$ cat config.mk
export PLATFORM = sky130hd
export DESIGN_NAME = mqm_meta
export DESIGN_NICKNAME = d
export VERILOG_FILES = /design/src/rtl/mqm_pkg.sv /design/src/rtl/mqm_meta.sv
export SDC_FILE = /design/constraint.sdc
export NUM_CORES = 1
export LEC_CHECK = 0
export BUFFER_PORTS_ARGS = -buffer_cell sky130_fd_sc_hd__buf_4
export CAP_MARGIN = 15
export CORE_ASPECT_RATIO = 1.75
export CORE_MARGIN = 2
export CORE_UTILIZATION = 57
export DETAILED_ROUTE_END_ITERATION = 16
export PLACE_DENSITY_LB_ADDON = 0.1
export SYNTH_ARGS = -nofsm -noshare
export SYNTH_HDL_FRONTEND = slang
export SYNTH_SLANG_ARGS = --single-unit
export TNS_END_PERCENT = 50
$ cat constraint.sdc
create_clock -name clk -period 5.6 [get_ports clk]
set_input_delay 0.28 -clock clk [delete_from_list [all_inputs] [get_ports clk]]
set_output_delay 0.28 -clock clk [all_outputs]
set_load 0.005 [all_outputs]
$ cat src/rtl/mqm_pkg.sv
`timescale 1ns / 1ps
`default_nettype none
// ----------------------------------------------------------------------------
// Mailbox package
// Sizes, codes and shared types of the multi-queue mailbox.
// ----------------------------------------------------------------------------
package mqm_pkg;

	function automatic int clog2_min1(input int v);
		return (v > 1) ? $clog2(v) : 1;
	endfunction

	// Configuration
	localparam int NUM_SLOTS      = 8;
	localparam int SLOT_DEPTH     = 8;
	localparam int MAX_MSG_BYTES  = 512;
	localparam int DEFAULT_LIMIT  = 128;
	localparam int BEAT_BYTES     = 8;
	localparam int WORDS_PER_MSG  = (MAX_MSG_BYTES + BEAT_BYTES - 1) / BEAT_BYTES;
	localparam int LIMIT_RESET    = (DEFAULT_LIMIT < MAX_MSG_BYTES) ? DEFAULT_LIMIT
	                                                                : MAX_MSG_BYTES;

	// Field widths
	localparam int ACT_W  = 2;
	localparam int SLOT_W = 3;
	localparam int DATA_W = 64;
	localparam int BC_W   = 4;
	localparam int AMT_W  = 16;
	localparam int STAT_W = 3;
	localparam int LEN_W  = 10;

	// Derived widths
	localparam int SIDX_W   = clog2_min1(NUM_SLOTS);
	localparam int ENTRY_W  = clog2_min1(SLOT_DEPTH);
	localparam int CNT_W    = $clog2(SLOT_DEPTH + 1);
	localparam int WORD_W   = clog2_min1(WORDS_PER_MSG);
	localparam int WCNT_W   = $clog2(WORDS_PER_MSG + 1);
	localparam int LENS_AW  = clog2_min1(NUM_SLOTS * SLOT_DEPTH);
	localparam int STORE_AW = clog2_min1(NUM_SLOTS * SLOT_DEPTH * WORDS_PER_MSG);

	typedef enum logic [ACT_W-1:0] {
		ACT_WRITE = 2'd0,
		ACT_READ  = 2'd1,
		ACT_LIMIT = 2'd2,
		ACT_OTHER = 2'd3
	} action_t;

	typedef enum logic [STAT_W-1:0] {
		ST_OK      = 3'd0,
		ST_EMPTY   = 3'd1,
		ST_FULL    = 3'd2,
		ST_BIG     = 3'd3,
		ST_SMALL   = 3'd4,
		ST_INVALID = 3'd5,
		ST_UNKNOWN = 3'd6
	} status_t;

	typedef enum logic [1:0] {
		FS_IDLE,
		FS_FLUSH,
		FS_RD_LEN,
		FS_RD_DATA
	} fsm_state_t;

	typedef struct packed {
		logic [SLOT_W-1:0] slot;
		logic [DATA_W-1:0] data;
		logic [BC_W-1:0]   byte_count;
		logic              last;
	} wbeat_t;

	typedef struct packed {
		status_t          status;
		logic [LEN_W-1:0] length;
		logic             push;
		logic             flush;
	} wres_t;

	typedef struct packed {
		logic             push;
		logic             pop;
		logic             set_lim;
		logic [LEN_W-1:0] lim;
	} meta_upd_t;

	typedef struct packed {
		logic [ENTRY_W-1:0] head;
		logic [CNT_W-1:0]   count;
		logic [LEN_W-1:0]   limit;
		logic [ENTRY_W-1:0] tail;
	} meta_view_t;

	typedef struct packed {
		logic                we;
		logic [STORE_AW-1:0] addr;
		logic [DATA_W-1:0]   data;
	} store_wr_t;

	typedef struct packed {
		logic               we;
		logic [LENS_AW-1:0] addr;
		logic [LEN_W-1:0]   data;
	} lens_wr_t;

	function automatic logic slot_ok(input logic [SLOT_W-1:0] s);
		return int'(s) < NUM_SLOTS;
	endfunction

	function automatic logic [SIDX_W-1:0] slot_idx(input logic [SLOT_W-1:0] s);
		return SIDX_W'(s);
	endfunction

	function automatic logic [LENS_AW-1:0] lens_addr(input logic [SIDX_W-1:0] s,
	                                                 input logic [ENTRY_W-1:0] e);
		return LENS_AW'(int'(s) * SLOT_DEPTH + int'(e));
	endfunction

	function automatic logic [STORE_AW-1:0] store_addr(input logic [SIDX_W-1:0] s,
	                                                   input logic [ENTRY_W-1:0] e,
	                                                   input logic [WORD_W-1:0] w);
		return STORE_AW'((int'(s) * SLOT_DEPTH + int'(e)) * WORDS_PER_MSG + int'(w));
	endfunction

endpackage
`default_nettype wire

$ cat src/rtl/mqm_meta.sv
`timescale 1ns / 1ps
`default_nettype none
// ----------------------------------------------------------------------------
// Queue bookkeeping
// Head pointer, message count and size limit of every slot, one slot per cycle.
// ----------------------------------------------------------------------------
module mqm_meta import mqm_pkg::*; (
	input  wire logic              clk,
	input  wire logic              arst_n,
	input  wire logic [SIDX_W-1:0] idx,
	input  wire meta_upd_t         upd,
	output meta_view_t             view
);
	logic [ENTRY_W-1:0] head_q [NUM_SLOTS];
	logic [CNT_W-1:0]   cnt_q  [NUM_SLOTS];
	logic [LEN_W-1:0]   lim_q  [NUM_SLOTS];

	logic [CNT_W:0]     tail_sum;
	logic [ENTRY_W-1:0] head_next;

	always_comb begin
		view.head  = head_q[idx];
		view.count = cnt_q[idx];
		view.limit = lim_q[idx];
		tail_sum   = (CNT_W+1)'(view.head) + (CNT_W+1)'(view.count);
		// wrap: the sum stays below twice the depth
		if (tail_sum >= (CNT_W+1)'(SLOT_DEPTH)) begin
			view.tail = ENTRY_W'(tail_sum - (CNT_W+1)'(SLOT_DEPTH));
		end else begin
			view.tail = ENTRY_W'(tail_sum);
		end
		if (int'(view.head) == SLOT_DEPTH - 1) begin
			head_next = '0;
		end else begin
			head_next = view.head + ENTRY_W'(1);
		end
	end

	always_ff @(posedge clk or negedge arst_n) begin
		if (!arst_n) begin
			for (int i = 0; i < NUM_SLOTS; i++) begin
				head_q[i] <= '0;
				cnt_q[i]  <= '0;
				lim_q[i]  <= LEN_W'(LIMIT_RESET);
			end
		end else begin
			if (upd.push) begin
				cnt_q[idx] <= view.count + CNT_W'(1);
			end
			if (upd.pop) begin
				head_q[idx] <= head_next;
				cnt_q[idx]  <= view.count - CNT_W'(1);
			end
			if (upd.set_lim) begin
				lim_q[idx] <= upd.lim;
			end
		end
	end
endmodule
`default_nettype wire

[Word level (Yosys, flattened, before mapping)]
Index checks and enable logic that the tools add are counted.
Cells by class
  $add $sub $neg: 5
  $mul: 0
  div/mod/pow operators: 0
  $lt $le $gt $ge: 3
  equal/unequal tests: 1
  shifts and indexed selects: 0
  mux-type cells: 23
  bitwise gates (word level): 1
  reduce and logical (&&, ||, !) cells: 1
Operators by type and width (count)
  bitwise mux 80 bit: 1
  bitwise mux 32 bit: 2
  two-way mux 32 bit: 2
  binary-select mux 10 bit (select 3 bit): 1
  demux 10 bit (select 3 bit): 1
  two-way mux 10 bit: 3
  bitwise mux 24 bit: 1
  two-way mux 3 bit: 5
  binary-select mux 4 bit (select 3 bit): 1
  demux 4 bit (select 3 bit): 1
  two-way mux 4 bit: 3
  binary-select mux 3 bit (select 3 bit): 1
  demux 3 bit (select 3 bit): 1
  adder 3 x 4 -> 5 bit: 1
  greater-or-equal comparator 5 x 4 -> 1 bit, second input constant: 1
  adder 4 x 1 -> 4 bit, second input constant: 1
  greater-or-equal comparator 4 bit, second input constant: 1
  less-than comparator 4 x 1 -> 1 bit, second input constant: 1
  inverter 3 -> 4 bit: 1
  subtractor 4 x 1 -> 4 bit, second input constant: 1
  adder 3 x 1 -> 3 bit, second input constant: 1
  == test 3 x 1 -> 1 bit, second input constant: 1
  subtractor 3 x 1 -> 3 bit, second input constant: 1
  logical AND 1 bit: 1
Storage, ports and cells
  bits in registers: 136
  bits in latches: 0
  RAM bits: 0
  bits in read-only memories: 0
  input bits: 18
  output and inout port bits: 20
  logic and storage cells: 58
  memories kept: 0

[Logic depth before layout (Yosys ltp)]
  depth after elaboration: 9
  mapped depth: 13
  depth with buffers taken out: 9

[Worst setup path after synthesis]
Ideal clock, no wire load.
  path type: input to output
  from: input idx[2]
  to: output view[2] (netlist name)
  data arrival time: 2479 ps
  data required time: 5320 ps
  slack: 2841 ps
  cell stages on the path: 11
  buffers on the path: 5
  cell sequence: clkbuf_1 -> buf_2 -> buf_4 -> nor3_1 -> clkbuf_1 -> buf_1 -> a22oi_1 -> nand3_1 -> fa_1 -> xnor2_1 -> xnor2_1
RTL lines
  from (decl): RTL line mqm_meta.sv:10  | input wire logic [SIDX_W-1:0] idx,
  to (decl): RTL line mqm_meta.sv:12  | output meta_view_t view

==> impl_metrics.yaml <==
outcome:
  status: "finished clean"
flow_run:
  drv_cap: 0
clocking:
  clock_path_buffers: 2
  cts.clk_slew.worst_paths_ps: 60
  cts_sinks: 136
  worstSkewPairLatency_ps: 410
  cts-root-buf: "clkbuf_16"
  cts_max_level: 4
  post-cts-setup-buffer-count: 0
  cts_resized: 0
  cts_buffers: 17
  cts_tree: "built"
  hold_buffers: 1
final_layout:
  area_growth_pct: 15.6
  drive_above_1_share_pct: 32.2
  utilization_pct: 67.6
  diodes: 0
  nNetsFinal: 563
floorplan:
  die-area_mm2: 0.0119
  coreArea_mm2: 0.0107
  io_pins: 38
  start_util_pct: 58.5
  die_y_um: 143
  row_count: 50
  fp.dieW_um: 83.2
sta:
  slew_headroom_pct: 25.2
  period_needed_ps: 3160
  tns_ps: 0
  finalClockSkew_ps: 7.48
  fin_hold_ws_ps: 138
  min_period_over_period_pct: 56.4
  maxSlewViolCount: 0
  hold_viol: 0
  setup_violations: 0
  clock.fmax_mhz: 316
  worst_pin_slew_ps: 1120
  rsz0062_at_grt: "no"
global_routing:
  grt_busiest_layer: "met2"
  grt_max_degree: 83
  use_met2_pct: 49.4
  grt_pass1_wl_mm: 25.1
  antenna_found_initial: 0
  grt_remaining_overflow: 0
  grtUsageTotal_pct: 27.5
  first_global_vias: 4650
  met3_usage_pct: 5.51
  grtUsageMet1_pct: 32.6
power:
  worst_ir_drop_vdd_mv: 0.393
  p_clk_share_pct: 32.7
  internal_power_mw: 2.38
  p_comb_share_pct: 24.5
  leakage_nw: 3.11
  netSwitchingFraction_pct: 29.6
  p_per_area_mw_per_mm2: 467
  seqPwrFrac_pct: 42.8
  switchingPower_mw: 1.00
logic_synthesis:
  syn_area_mm2: 0.00625
  syn-mean-instance-area_um2: 12.4
  synth_top_family_by_area: "multiplexers"
  yosysUniqueCellTypes: 45
  async_reset_ff_share_pct: 100
  seq_area_frac_synth_pct: 54.6
  synthesis.nets: 530
  synthFlopType: "dfrtp_1"
  synthMuxAreaShare_pct: 20.0
  synthAdderAreaFrac_pct: 1.32
  synth-compound-area-share_pct: 13.1
  yosys_warnings: 0
  synth_xor_area_share_pct: 0.820
  synth_edf_count: 0
  ys_seq_elements: 136
  yosys.area_share.simple_pct: 7.84
  syn_inst: 506
worst_setup_path:
  worstPathArrival_ps: 2880
  cpMaxStageDelayCell: "fa_1"
  end_kind: "output pin"
  cp_max_fo: 25
  cp-startpoint: "idx[2]"
  rr_startpoint: "cnt_q[0]"
  cp-start-kind: "input pin"
  critPathKind: "input pin to output pin"
  critical_path_required_ps: 5320
  slowest_delay_ps: 440
  path_cells: "buf_4 -> nor2b_1 -> and2_1 -> a22o_1 -> a221oi_1 -> nand3_1 -> fa_1 -> xnor2_1 -> xnor2_1 -> buf_4"
routing:
  drt.antenna.violating_nets: 0
  dr.pass1.iters: 5
  initialDrtViolationCount: 317
  wl_per_cell_um: 22.2
  drt-total-wl_mm: 15.1
  vias: 4324
  drc: 0
  vias_per_cell: 6.34
placement:
  gp_congestion: 0.884
  post-dp-hpwl_mm: 9.83
  port_buffers: 37
worst_hold_path:
  hold_class: "input pin to register"
  min_from: "upd[5]"
[cell usage after synthesis, types with 5 or more instances]
library cell / count / area [µm²]
o221ai_1: 7 / 61.3
mux2_1: 20 / 225
nand3_1: 8 / 40.0
ha_1: 5 / 62.6
nor2_1: 5 / 18.8
o21ai_0: 9 / 45.0
nand4_1: 6 / 37.5
and3_1: 5 / 31.3
mux4_2: 8 / 180
nor2b_1: 7 / 43.8
a21oi_1: 17 / 85.1
a22o_1: 14 / 123
a221oi_1: 10 / 87.6
a22oi_1: 33 / 248
nand2_1: 58 / 218
mux2_2: 72 / 811
clkbuf_1: 22 / 82.6
buf_2: 5 / 25.0
dfstp_2: 8 / 210
dfrtp_1: 128 / 3200
o21ai_1: 18 / 90.1
[cell type report]
class	count	area, µm²
Fill cell	825	3470
Sequential cell	136	3410
Multi-Input combinational cell	334	2710
Clock buffer	19	443
Timing Repair Buffer	44	333
Tap cell	130	163
Clock inverter	13	146
Inverter	6	22.5
[flip-flops by register name (all words and copies together), names as in the netlist]
signal and flops:
cnt_q 32, head_q 24, lim_q 80
[through the flow]
stage	cells	power, mW	cell area [µm²]	setup WS, ps
5_1_grt	682	3.55	7230	2260
4_1_cts	682	3.39	7230	2440
3_5_place_dp	649	2.28	6630	2490
3_3_place_gp	649	2.24	6630	2510
2_1_floorplan	506	1.98	6250	2840
6_report	682	3.37	7230	2440
[critical path: cells and delay by family]
kind                       cells  cell delay (ps)
AOI/OAI and AO/OA              2              570
xor gates and xnor gates       2              390
and+or+nand+nor                3              840
buffers and inverters          2              340
adders and majority gates      1              440
[worst paths after layout]
path,to,slack (ps),cells after the start
setup / recovery,view[2],2440,10
min in group asynchronous,head_q[2],470,2
hold reg to reg,head_q[7],480,2
setup reg to reg,cnt_q[14],3160,7
hold / removal,lim_q[45],140,2
max in group asynchronous,lim_q[2],3630,3
[metal layers]
metal / up-vias / routed length (µm)
met5: - / 0
met4: 0 / 369
met3: 35 / 602
met2: 130 / 8260
met1: 2205 / 5900
li1: 1954 / -
[power by group through the flow]
stage	Sequential, mW	Combinational (mW)	Clock [mW]
6_report	1.44	0.827	1.10
4_1_cts	1.44	0.834	1.11
2_1_floorplan	1.40	0.582	0
3_5_place_dp	1.45	0.827	0
3_3_place_gp	1.44	0.800	0
5_1_grt	1.48	0.915	1.16
[layout by cell type, fill, tap and decap left out, types with 2 or more instances in the layout]
master / n
dfrtp_1: 128
mux2_2: 72
nand2_1: 58
buf_4: 43
a22oi_1: 33
mux2_1: 20
o21ai_1: 18
a21oi_1: 17
clkbuf_16: 17
a22o_1: 14
a221oi_1: 10
o21ai_0: 9
mux4_2: 8
nand3_1: 8
dfstp_2: 8
nor2b_1: 7
o221ai_1: 7
nand4_1: 6
nor2_1: 5
and3_1: 5
ha_1: 5
clkinv_4: 5
inv_2: 4
nor3_2: 4
xnor2_1: 4
and2_1: 3
a211oi_1: 3
a31oi_1: 2
nand2b_1: 2
inv_1: 2
o22ai_1: 2
bufinv_16: 2
inv_6: 2
clkinvlp_4: 2
clkinv_2: 2
[cells by family (layout without fill, tap and decap cells)]
group                    Yosys count  in the layout
buffers and inverters             36             82
AND/OR/NAND/NOR                  103            103
adder cells (fa/ha/maj)            6              6
flip-flops                       136            136
XOR/XNOR                           5              5
multiplexers                     102            102
AO/OA/AOI/OAI                    118            118
Power figures use the tool's default switching activity.
