===== src/rtl/mqm_pkg.sv =====
`timescale 1ns / 1ps
`default_nettype none
// ----------------------------------------------------------------------------
// Mailbox package
// Sizes, codes and shared types of the multi-queue mailbox.
// ----------------------------------------------------------------------------
package mqm_pkg;

	function automatic int clog2_min1(input int v);
		return (v > 1) ? $clog2(v) : 1;
	endfunction

	// Configuration
	localparam int NUM_SLOTS      = 8;
	localparam int SLOT_DEPTH     = 8;
	localparam int MAX_MSG_BYTES  = 512;
	localparam int DEFAULT_LIMIT  = 128;
	localparam int BEAT_BYTES     = 8;
	localparam int WORDS_PER_MSG  = (MAX_MSG_BYTES + BEAT_BYTES - 1) / BEAT_BYTES;
	localparam int LIMIT_RESET    = (DEFAULT_LIMIT < MAX_MSG_BYTES) ? DEFAULT_LIMIT
	                                                                : MAX_MSG_BYTES;

	// Field widths
	localparam int ACT_W  = 2;
	localparam int SLOT_W = 3;
	localparam int DATA_W = 64;
	localparam int BC_W   = 4;
	localparam int AMT_W  = 16;
	localparam int STAT_W = 3;
	localparam int LEN_W  = 10;

	// Derived widths
	localparam int SIDX_W   = clog2_min1(NUM_SLOTS);
	localparam int ENTRY_W  = clog2_min1(SLOT_DEPTH);
	localparam int CNT_W    = $clog2(SLOT_DEPTH + 1);
	localparam int WORD_W   = clog2_min1(WORDS_PER_MSG);
	localparam int WCNT_W   = $clog2(WORDS_PER_MSG + 1);
	localparam int LENS_AW  = clog2_min1(NUM_SLOTS * SLOT_DEPTH);
	localparam int STORE_AW = clog2_min1(NUM_SLOTS * SLOT_DEPTH * WORDS_PER_MSG);

	typedef enum logic [ACT_W-1:0] {
		ACT_WRITE = 2'd0,
		ACT_READ  = 2'd1,
		ACT_LIMIT = 2'd2,
		ACT_OTHER = 2'd3
	} action_t;

	typedef enum logic [STAT_W-1:0] {
		ST_OK      = 3'd0,
		ST_EMPTY   = 3'd1,
		ST_FULL    = 3'd2,
		ST_BIG     = 3'd3,
		ST_SMALL   = 3'd4,
		ST_INVALID = 3'd5,
		ST_UNKNOWN = 3'd6
	} status_t;

	typedef enum logic [1:0] {
		FS_IDLE,
		FS_FLUSH,
		FS_RD_LEN,
		FS_RD_DATA
	} fsm_state_t;

	typedef struct packed {
		logic [SLOT_W-1:0] slot;
		logic [DATA_W-1:0] data;
		logic [BC_W-1:0]   byte_count;
		logic              last;
	} wbeat_t;

	typedef struct packed {
		status_t          status;
		logic [LEN_W-1:0] length;
		logic             push;
		logic             flush;
	} wres_t;

	typedef struct packed {
		logic             push;
		logic             pop;
		logic             set_lim;
		logic [LEN_W-1:0] lim;
	} meta_upd_t;

	typedef struct packed {
		logic [ENTRY_W-1:0] head;
		logic [CNT_W-1:0]   count;
		logic [LEN_W-1:0]   limit;
		logic [ENTRY_W-1:0] tail;
	} meta_view_t;

	typedef struct packed {
		logic                we;
		logic [STORE_AW-1:0] addr;
		logic [DATA_W-1:0]   data;
	} store_wr_t;

	typedef struct packed {
		logic               we;
		logic [LENS_AW-1:0] addr;
		logic [LEN_W-1:0]   data;
	} lens_wr_t;

	function automatic logic slot_ok(input logic [SLOT_W-1:0] s);
		return int'(s) < NUM_SLOTS;
	endfunction

	function automatic logic [SIDX_W-1:0] slot_idx(input logic [SLOT_W-1:0] s);
		return SIDX_W'(s);
	endfunction

	function automatic logic [LENS_AW-1:0] lens_addr(input logic [SIDX_W-1:0] s,
	                                                 input logic [ENTRY_W-1:0] e);
		return LENS_AW'(int'(s) * SLOT_DEPTH + int'(e));
	endfunction

	function automatic logic [STORE_AW-1:0] store_addr(input logic [SIDX_W-1:0] s,
	                                                   input logic [ENTRY_W-1:0] e,
	                                                   input logic [WORD_W-1:0] w);
		return STORE_AW'((int'(s) * SLOT_DEPTH + int'(e)) * WORDS_PER_MSG + int'(w));
	endfunction

endpackage
`default_nettype wire


===== src/rtl/mqm_wpack.sv =====
`timescale 1ns / 1ps
`default_nettype none
// ----------------------------------------------------------------------------
// Write beat packer
// Packs write beats into store words, tracks length and error of a message.
// ----------------------------------------------------------------------------
module mqm_wpack import mqm_pkg::*; (
	input  wire logic              clk,
	input  wire logic              arst_n,
	input  wire logic              beat_en,
	input  wire wbeat_t            beat,
	input  wire meta_view_t        view,
	output logic                   busy,
	output logic [SLOT_W-1:0]      slot_q,
	output wres_t                  res,
	output store_wr_t              st_wr,
	output lens_wr_t               ln_wr
);
	logic                wip_q;
	logic [LEN_W-1:0]    wlen_q;
	status_t             werr_q;
	logic [DATA_W-1:0]   acc_q;
	logic                flush_q;
	logic [STORE_AW-1:0] flush_addr_q;

	logic                start;
	logic [SLOT_W-1:0]   s;
	logic [SIDX_W-1:0]   sidx;
	status_t             err0;
	status_t             err1;
	logic [LEN_W-1:0]    len0;
	logic [LEN_W-1:0]    len1;
	logic [BC_W-1:0]     bc;
	logic [LEN_W:0]      sum;
	logic [2:0]          ofs;
	logic [2*DATA_W-1:0] wide;
	logic [DATA_W-1:0]   low_word;
	logic                spill;
	logic [WORD_W-1:0]   word0;
	logic                ok;

	always_comb begin
		start = !wip_q;
		s     = start ? beat.slot : slot_q;
		sidx  = slot_idx(s);
		if (!start) begin
			err0 = werr_q;
		end else if (!slot_ok(s)) begin
			err0 = ST_INVALID;
		end else if (view.count >= CNT_W'(SLOT_DEPTH)) begin
			err0 = ST_FULL;
		end else begin
			err0 = ST_OK;
		end
		len0 = start ? '0 : wlen_q;
		bc   = (beat.byte_count > BC_W'(BEAT_BYTES)) ? BC_W'(BEAT_BYTES) : beat.byte_count;
		sum  = {1'b0, len0} + (LEN_W+1)'(bc);
		// a byte that lands at or past the limit marks the message too big
		if (err0 == ST_OK && bc != '0 && sum > {1'b0, view.limit}) begin
			err1 = ST_BIG;
		end else begin
			err1 = err0;
		end
		len1 = sum[LEN_W] ? '1 : sum[LEN_W-1:0];

		// place the beat at the running byte offset
		ofs  = len0[2:0];
		wide = {{DATA_W{1'b0}}, beat.data} << {ofs, 3'b000};
		for (int j = 0; j < BEAT_BYTES; j++) begin
			low_word[8*j +: 8] = (j < int'(ofs)) ? acc_q[8*j +: 8] : wide[8*j +: 8];
		end
		spill = ({1'b0, ofs} + bc) > BC_W'(BEAT_BYTES);
		word0 = WORD_W'(len0 >> 3);

		if (len1 == '0) begin
			res.status = ST_INVALID;
		end else if (err1 != ST_OK) begin
			res.status = err1;
		end else if (len1 > view.limit) begin
			res.status = ST_BIG;
		end else if (view.count >= CNT_W'(SLOT_DEPTH)) begin
			res.status = ST_FULL;
		end else begin
			res.status = ST_OK;
		end
		ok         = (res.status == ST_OK);
		res.length = ok ? len1 : '0;
		res.push   = beat_en && beat.last && ok;
		res.flush  = res.push && spill;

		// the straddling word of a finished message goes out in the next cycle
		if (flush_q) begin
			st_wr.we   = 1'b1;
			st_wr.addr = flush_addr_q;
			st_wr.data = acc_q;
		end else begin
			st_wr.we   = beat_en && bc != '0 && err1 == ST_OK;
			st_wr.addr = store_addr(sidx, view.tail, word0);
			st_wr.data = low_word;
		end

		ln_wr.we   = res.push;
		ln_wr.addr = lens_addr(sidx, view.tail);
		ln_wr.data = len1;

		busy = wip_q;
	end

	always_ff @(posedge clk or negedge arst_n) begin
		if (!arst_n) begin
			wip_q   <= 1'b0;
			slot_q  <= '0;
			wlen_q  <= '0;
			werr_q  <= ST_OK;
			flush_q <= 1'b0;
		end else begin
			flush_q <= res.flush;
			if (beat_en) begin
				wip_q  <= !beat.last;
				slot_q <= s;
				wlen_q <= len1;
				werr_q <= err1;
			end
		end
	end

	always_ff @(posedge clk) begin
		if (beat_en) begin
			acc_q        <= spill ? wide[2*DATA_W-1:DATA_W] : low_word;
			flush_addr_q <= store_addr(sidx, view.tail, word0 + WORD_W'(1));
		end
	end
endmodule
`default_nettype wire

===== config.mk =====
export PLATFORM = sky130hd
export DESIGN_NAME = mqm_wpack
export DESIGN_NICKNAME = d
export VERILOG_FILES = /design/src/rtl/mqm_pkg.sv /design/src/rtl/mqm_wpack.sv
export SDC_FILE = /design/constraint.sdc
export NUM_CORES = 1
export LEC_CHECK = 0
export BUFFER_PORTS_ARGS = -buffer_cell sky130_fd_sc_hd__buf_2
export CAP_MARGIN = 20
export CORE_MARGIN = 10
export CORE_UTILIZATION = 50
export CTS_CLUSTER_DIAMETER = 120
export DETAILED_ROUTE_END_ITERATION = 8
export GPL_TIMING_DRIVEN = 0
export PLACE_DENSITY_LB_ADDON = 0.08
export SYNTH_ARGS = -nofsm -noshare
export SYNTH_HDL_FRONTEND = slang
export SYNTH_SLANG_ARGS = --single-unit
export TNS_END_PERCENT = 10

===== constraint.sdc =====
create_clock -name clk -period 5.11 [get_ports clk]
set_clock_uncertainty 0.15 [all_clocks]
set_input_delay 0.511 -clock clk [delete_from_list [all_inputs] [get_ports clk]]
set_output_delay 0.511 -clock clk [all_outputs]
set_load 0.05 [all_outputs]

# [Yosys cells after proc, flatten, opt, wreduce, memory -nomap -nowiden]
# Cells that the tools add are included.
[classes] add_sub_neg=6 n_lt_le_gt_ge=12 n_shift=1 muxes=20 n_reduce_logical=14
[ops] op="$shl A64 B6 Y128" count=1
[ops] op="$mux W77" count=1
[ops] op="$mux W64" count=1
[ops] op="$mux W8" count=7
[ops] op="$mux W10" count=3
[ops] op="$mux W3" count=5
[ops] op="$add A12 B6 Y12" count=1
[ops] op="$add A12 B7 Y12" count=1
[ops] op="$add A10 B4 Y11" count=1
[ops] op="$gt A11 B10 Y1" count=1
[ops] op="$gt A10 B10 Y1" count=1
[ops] op="$logic_not A10 Y1" count=1
[ops] op="$logic_not A3 Y1" count=3
[ops] op="$lt A3 B3 Y1 const A" count=3
[ops] op="$gt A4 B4 Y1 const B" count=2
[ops] op="$logic_and A1 B1 Y1" count=7
[ops] op="$add A6 B1 Y6 const B" count=1
[ops] op="$add A6 B3 Y6" count=1
[ops] op="$lt A1 B3 Y1 const A" count=2
[ops] op="$lt A2 B3 Y1 const A" count=2
[ops] op="$add A3 B4 Y4" count=1
[ops] op="$ge A4 B4 Y1 const B" count=1
[ops] op="$mux W2" count=2
[ops] op="$mux W4" count=1
[ops] op="other kinds (3)" count=3
[totals] regBits=94 wordCells=60

# [Logic depth before layout (Yosys ltp)]
# Gate-level depths: netlist (run 1).
[logic_depth] depth_word=13 depth_mapped=23

# [Worst setup path before layout (run 1)]
# Ideal clock, no wire load.
[synth_timing] path_type="reg-to-output" startpoint="register wip_q, in the netlist busy" endpoint="output res[10] (netlist bit)" arrival_time_ns=6.241 setup_slack_ns=-1.792 stages_incl_launch_ff=22 path_buffers=5 path_cell_list="dfrtp_1 -> buf_2 -> buf_4 -> nand2_1 -> clkinv_1 -> buf_2 -> buf_1 -> ha_1 -> a211o_1 -> a21oi_1 -> or3_1 -> a21oi_2 -> nor2_1 -> inv_1 -> ha_1 -> and3_1 -> a221oi_1 -> o221ai_1 -> o21ai_0 -> nand3_2 -> buf_6 -> nor4_1"
[synth_rtl] element="start, declared" line="mqm_wpack.sv:19" source="logic wip_q;"
[synth_rtl] element="start signal, assigned" line="mqm_wpack.sv:119" source="wip_q <= !beat.last;"
[synth_rtl] element="end, declared" line="mqm_wpack.sv:15" source="output wres_t res,"

==> reports/metrics.csv, run 1 <==
metric,value,unit
run status,finished clean,
cell mode on critical path,buf_4,
CTS tree,built,
Avg WL per Cell,25.33,µm
synth cell count leaders,"nand2_1, mux2i_1, o21ai_0",
area of the multi-input gates,0.005854,mm²
Setup CP Type,reg2out,
syn_nets,1081,
endpoints failing setup,0,
vias in the first global route,8807,
P_leak,0.004759,µW
most common cell in the synthesized netlist,nand2_1,
DR vias,9038,
Post-Layout Cell Count,1422,
Routed Antenna Nets,0,
antenna violations before repair,0,
die area,0.02289,mm²
Port Buffers,201,
startpoint types,register,
Peak Freq,0.1961,GHz
total of max-cap violations,0,
critical-path cell list,"nand2_4, inv_4, buf_12, ha_4, a211o_4, buf_4, a21o_2, and2_1, or2_4, ha_1, a41o_1, a21oi_2, o221ai_2, buf_4, a32oi_4, nand3_2, nor3_4, buf_6, buf_8",
Final HPWL DP,27.96,mm
placed instance count,1381,
Critical-path top delay cell,dfrtp_2,
Worst Tran Pin Value,1.016,ns
final worst-path cycle share,0.9977,
warnings from Yosys,0,
CTS buffer count,9,
largest net degree at the start of global routing,56,
clk root buf,clkbuf_16,
clock share of power,0.128,
Layout Nets,1319,
sequential cell area,0.002735,mm²
Worst Path Max Fanout,6,
pwr/cell area,491.8,mW/mm²
Critical Path AT,4.44,ns
ys async rst share,0.1915,
Main synth FF type,edfxtp_1,
Clock Path Buffers,2,
Starting Density,0.5141,
Placed Area,0.01038,mm²
crit end category,primary output,
WP data required,4.45,ns
Final Hold Vio Count,0,
sequential area share after synthesis,0.3171,
Yosys top cell area share,0.2648,
grt ovf,0,
Worst path max stage delay,0.48,ns
core area,0.01676,mm²
GRT Overall Usage,0.3055,
layout cell share with drive strength beyond 1,0.3677,
htree depth,3,
Seq cells post-synth,94,
"Distinct cells, synth",63,
fillers,1388,
setup_tns,0,ns
Yosys top cell by area,edfxtp_1,
final slew viol count,0,
die width,151.3,µm
Slew headroom,0.3226,
Avg Vias per Cell,6.356,
cell-internal power,2572,µW
synthesized area per cell,8.985,µm²
Design Power,5528,µW
clk sink count,94,
switching fraction of total power,0.5346,
Placement Rows,47,
Peak VDD IR,434.4,µV
routed wire length,36.02,mm
n_diodes,0,
Sequential Power Share,0.214,
RSZ-0062 raised after global routing,yes,
Comb power frac,0.658,
Syn Inst Count,959,
Syn Std Cell Area,0.008617,mm²
Residual DRC,0,
Die Y,151.3,µm
hold crit path type,in2reg,
detailed router's first-iteration violation count,1203,
Net Switching,2955,µW
Synth-to-Final Area Change,30.43,%
1st-pass router iterations,5,
"EDFF count, synth",76,
"CTS clk-pin slew, worst paths",0.08,ns
I/O Pins,208,
Skew-Pair Late Insertion Delay,0.36,ns
first-pass GRT wire length,53.01,mm
gpl congestion,1.033,
"top cells by area, synth","edfxtp_1, mux2i_1, mux2_2",
fin util,0.6706,
fin crit period,5.098,ns
fin area,0.01124,mm²
metrics by stage:
step / hold slack (ns) / setup slack (ns)
5_1_grt: 0.1989 / -0.1483
6_report: 0.1970 / 0.01163
4_1_cts: 0.1953 / 0.005376
2_1_floorplan: 0.06541 / -0.2426
3_5_place_dp: 0.3281 / -0.3653
3_3_place_gp: 0.3244 / -0.3584
kinds of logic after synthesis:
family | synth area share
compound gates | 0.2008
xor+xnor | 0.006098
fa+ha+maj | 0.04008
buf+inv | 0.06635
flops | 0.3171
mux | 0.2211
simple gates | 0.1484
final cells by class:
| class | count | area share |
|---|---|---|
| buffer | 73 | 0.03896 |
| sequential | 94 | 0.2433 |
| clock buffer | 9 | 0.02004 |
| timing repair inverter | 1 | 0.0007793 |
| timing repair buffer | 235 | 0.1266 |
| tap | 220 | 0.02449 |
| inverter | 46 | 0.01926 |
| multi-input combinational | 737 | 0.5209 |
| clock inverter | 7 | 0.005677 |
worst max-delay path, delay by kind of cell, from the launching register on:
| family | cells | cell delay [ns] |
|---|---|---|
| compound gates | 6 | 1.29 |
| simple gates | 5 | 0.97 |
| buf+inv | 6 | 0.80 |
| fa+ha+maj | 2 | 0.54 |
| flops | 1 | 0.48 |
registers in the layout, indices dropped and copies added (netlist names):
signal and cells:
busy 1, werr_q 3, flush_addr_q 12, acc_q 64, wlen_q 10, slot_q 3, flush_q 1
final timing paths:
kind	startpoint	to	slack, ns	cells past startpoint
setup reg to reg	busy	flush_q	1.08	17
hold reg to reg	slot_q[2]	slot_q[2]	0.39	1
hold / removal	view[0]	flush_addr_q[6]	0.20	1
max in group asynchronous	arst_n	wlen_q[1]	3.99	2
min in group asynchronous	arst_n	wlen_q[7]	0.48	2
setup / recovery	busy	res[1]	0.01	19
power groups by stage:
stage / Combinational [µW] / Sequential, µW / Clock, µW
finish: 3640 / 1180 / 706
global route: 3840 / 1200 / 727
CTS: 3560 / 1170 / 707
detailed placement: 3400 / 1180 / 0
global placement: 3360 / 1180 / 0
floorplan: 2520 / 1180 / 0
repair_timing:
item                                    in CTS  in global routing
gates resized for setup                     66                 18
hold buffers                                 1                  0
endpoints found under the hold margin       18                  0
buffers inserted                            24                  6
pin swaps                                   22                 21
cloned                                       3                  0
endpoints found under the setup margin      16                 16
cell usage in the layout, fill, tap and decap left out, drive strengths merged, types with 9 or more instances in the layout:
cell type  count
buf          264
nand2        118
mux2i         88
o21ai         82
edfxtp        76
a211oi        62
mux2          61
a21oi         61
nor2          52
clkbuf        51
inv           46
and3          30
ha            26
nand3         20
dfrtp         18
mux4          15
and2          10
o31ai          9
o22ai          9
per-layer routing:
metal	vias to the layer above	track usage	wire (µm)
met5	-	0	0
met3	94	0.08443	4461
met4	0	0.1309	1414
met2	618	0.4491	15340
met1	4274	0.4118	14810
li1	4052	-	-
No activity file was read; power rests on OpenSTA's default activity.
==> inputs of run 2 (changes only) <==
clock period = 5.7 ns   (was 5.11 ns; I/O delays follow)
==> run 2 against run 1 <==
  * The run now ends with hold timing left
  * Routed wire length fell by 4.4%
  * Clock power up 4.2%
  * Final area down 4.0%
  * Utilization decreased by 2.7 points
  * Sequential share of layout area rose by 0.99 points
  * Clock-buffer cell count grew 1
  * Die area unchanged
  * Critical path type unchanged
  * Critical endpoint is now res[10]
==> reports/metrics.csv, run 2 (synthesis gave the netlist of run 1 again) <==
metric,value,unit
run status,"finished, violations left",
failing checks,hold timing,
GR Util met1,0.3946,
first-pass GRT wire length,50.94,mm
I/O Pins,208,
Starting Density,0.5141,
fin crit period,5.477,ns
Hold Slack,-0.0004842,ns
fillers,1505,
hold buffer count at CTS,0,
P_leak,0.004665,µW
core area,0.01676,mm²
Final HPWL DP,27.38,mm
total of max-cap violations,0,
Worst Tran Pin Value,1.035,ns
final setup margin,0.2234,ns
crit end category,primary output,
vias in the first global route,8652,
R2R Setup Slk,1.31,ns
Synth-to-Final Area Change,25.26,%
Avg WL per Cell,24.49,µm
Peak VDD IR,301.3,µV
Port Buffers,201,
Top reg by flops,acc_q,
most frequent cells in the layout,"buf_2, nand2_1, mux2i_1",
Peak Freq,0.1826,GHz
"commonest non-fill, non-tap cell in the layout",buf_2,
cell-internal power,2334,µW
pwr/cell area,451.6,mW/mm²
Place WS,-0.4777,ns
Worst Path Max Fanout,10,
Layout Nets,1303,
die width,151.3,µm
largest net degree at the start of global routing,64,
Slew headroom,0.3103,
startpoint types,register,
GRT Overall Usage,0.2909,
switching fraction of total power,0.5212,
die area,0.02289,mm²
"CTS clk-pin slew, worst paths",0.08,ns
CTS tree,built,
final worst-path cycle share,0.9608,
routed wire length,34.44,mm
clock share of power,0.151,
number of flip-flops in the largest register,64,
DR vias,8797,
M3 GR Usage,0.07190,
n_diodes,0,
Setup CP Type,reg2out,
Sequential Power Share,0.216,
top flop regs,"acc_q x64, flush_addr_q x12, wlen_q x10",
1st-pass router iterations,5,
detailed router's first-iteration violation count,1014,
Skew-Pair Late Insertion Delay,0.36,ns
final slew viol count,0,
Routed Antenna Nets,0,
clk root buf,clkbuf_16,
Net Switching,2541,µW
Placement Rows,47,
layout cell share with drive strength beyond 1,0.3390,
Avg Vias per Cell,6.257,
grt ovf,0,
gpl congestion,1.013,
Final Hold Vio Count,2,
global route hottest layer,met2,
setup_tns,0,ns
hold crit path type,in2async,
M2 GR Usage,0.4471,
clk sink count,94,
htree depth,3,
Clock Path Buffers,2,
Die Y,151.3,µm
CTS buffer count,9,
WP data required,4.98,ns
antenna violations before repair,0,
Comb power frac,0.633,
Critical Path AT,4.76,ns
endpoints failing setup,0,
Residual DRC,0,
## run 2: cell type report
| cell class | instances | area [µm²] | share of cell area |
|---|---|---|---|
| multi-input cells | 737 | 5598 | 0.5186 |
| flip-flops and latches | 94 | 2734 | 0.2533 |
| repair buffers | 218 | 1212 | 0.1123 |
| plain buffers | 75 | 440.4 | 0.04080 |
| well taps | 220 | 275.3 | 0.02550 |
| clock buffers | 10 | 229.0 | 0.02121 |
| inverters | 46 | 190.2 | 0.01762 |
| clock inverters | 6 | 115.1 | 0.01066 |
## run 2: metal layers
layer,share of wire,wire (µm)
met5,0,0
met4,0.026,909
met3,0.12,3999
met2,0.44,15290
met1,0.41,14240
## run 2: power by group through the flow
| stage | Sequential [µW] | Clock (µW) | Combinational [µW] |
|---|---|---|---|
| finish | 1050 | 736 | 3090 |
| global route | 1070 | 759 | 3280 |
| CTS | 1050 | 732 | 3020 |
| detailed placement | 1060 | 0 | 2970 |
| global placement | 1050 | 0 | 2940 |
| floorplan | 1050 | 0 | 2200 |
## run 2: final timing paths
check                                from               to  cells past startpoint
min in group clk                  view[0]  flush_addr_q[6]                      1
worst min register to register  slot_q[0]        slot_q[0]                      1
max in group asynchronous          arst_n             busy                      1
worst max-delay path                 busy          res[10]                     22
worst min-delay path               arst_n        wlen_q[0]                      1
worst max register to register       busy          flush_q                     21
## run 2: stage by stage
step                      area, µm²  std cells  power, µW  hold WS, ns  utilization
after floorplan                8860        959       3253       0.1244            -
after CTS                     10670       1400       4800     0.009415       0.6364
after global placement        10140       1380       3991       0.3503       0.6051
after detailed placement      10170       1381       4029       0.3671       0.6069
after global routing          10790       1406       5103      0.02234       0.6440
final                         10790       1406       4874   -0.0004842       0.6440
## run 2: what timing repair did
item / in CTS / in global routing
gates resized for setup: 33 / 19
buffers inserted: 7 / 8
endpoints found under the setup margin: 16 / 16
cloned: 0 / 1
pin swaps: 8 / 9
## run 2: critical path, stage by stage (launching register included)
cell      delay, ns
dfrtp_2        0.41
buf_6          0.15
buf_6          0.15
buf_12         0.14
buf_8          0.15
nand2_2        0.10
inv_2          0.07
ha_1           0.29
o21a_1         0.17
a21oi_1        0.10
or3_4          0.39
a21oi_4        0.18
nor2_4         0.09
inv_4          0.05
ha_1           0.22
and3_1         0.20
a221oi_2       0.28
o221ai_2       0.19
o21ai_2        0.22
nand3_4        0.18
buf_12         0.20
nor4_4         0.27
buf_6          0.20
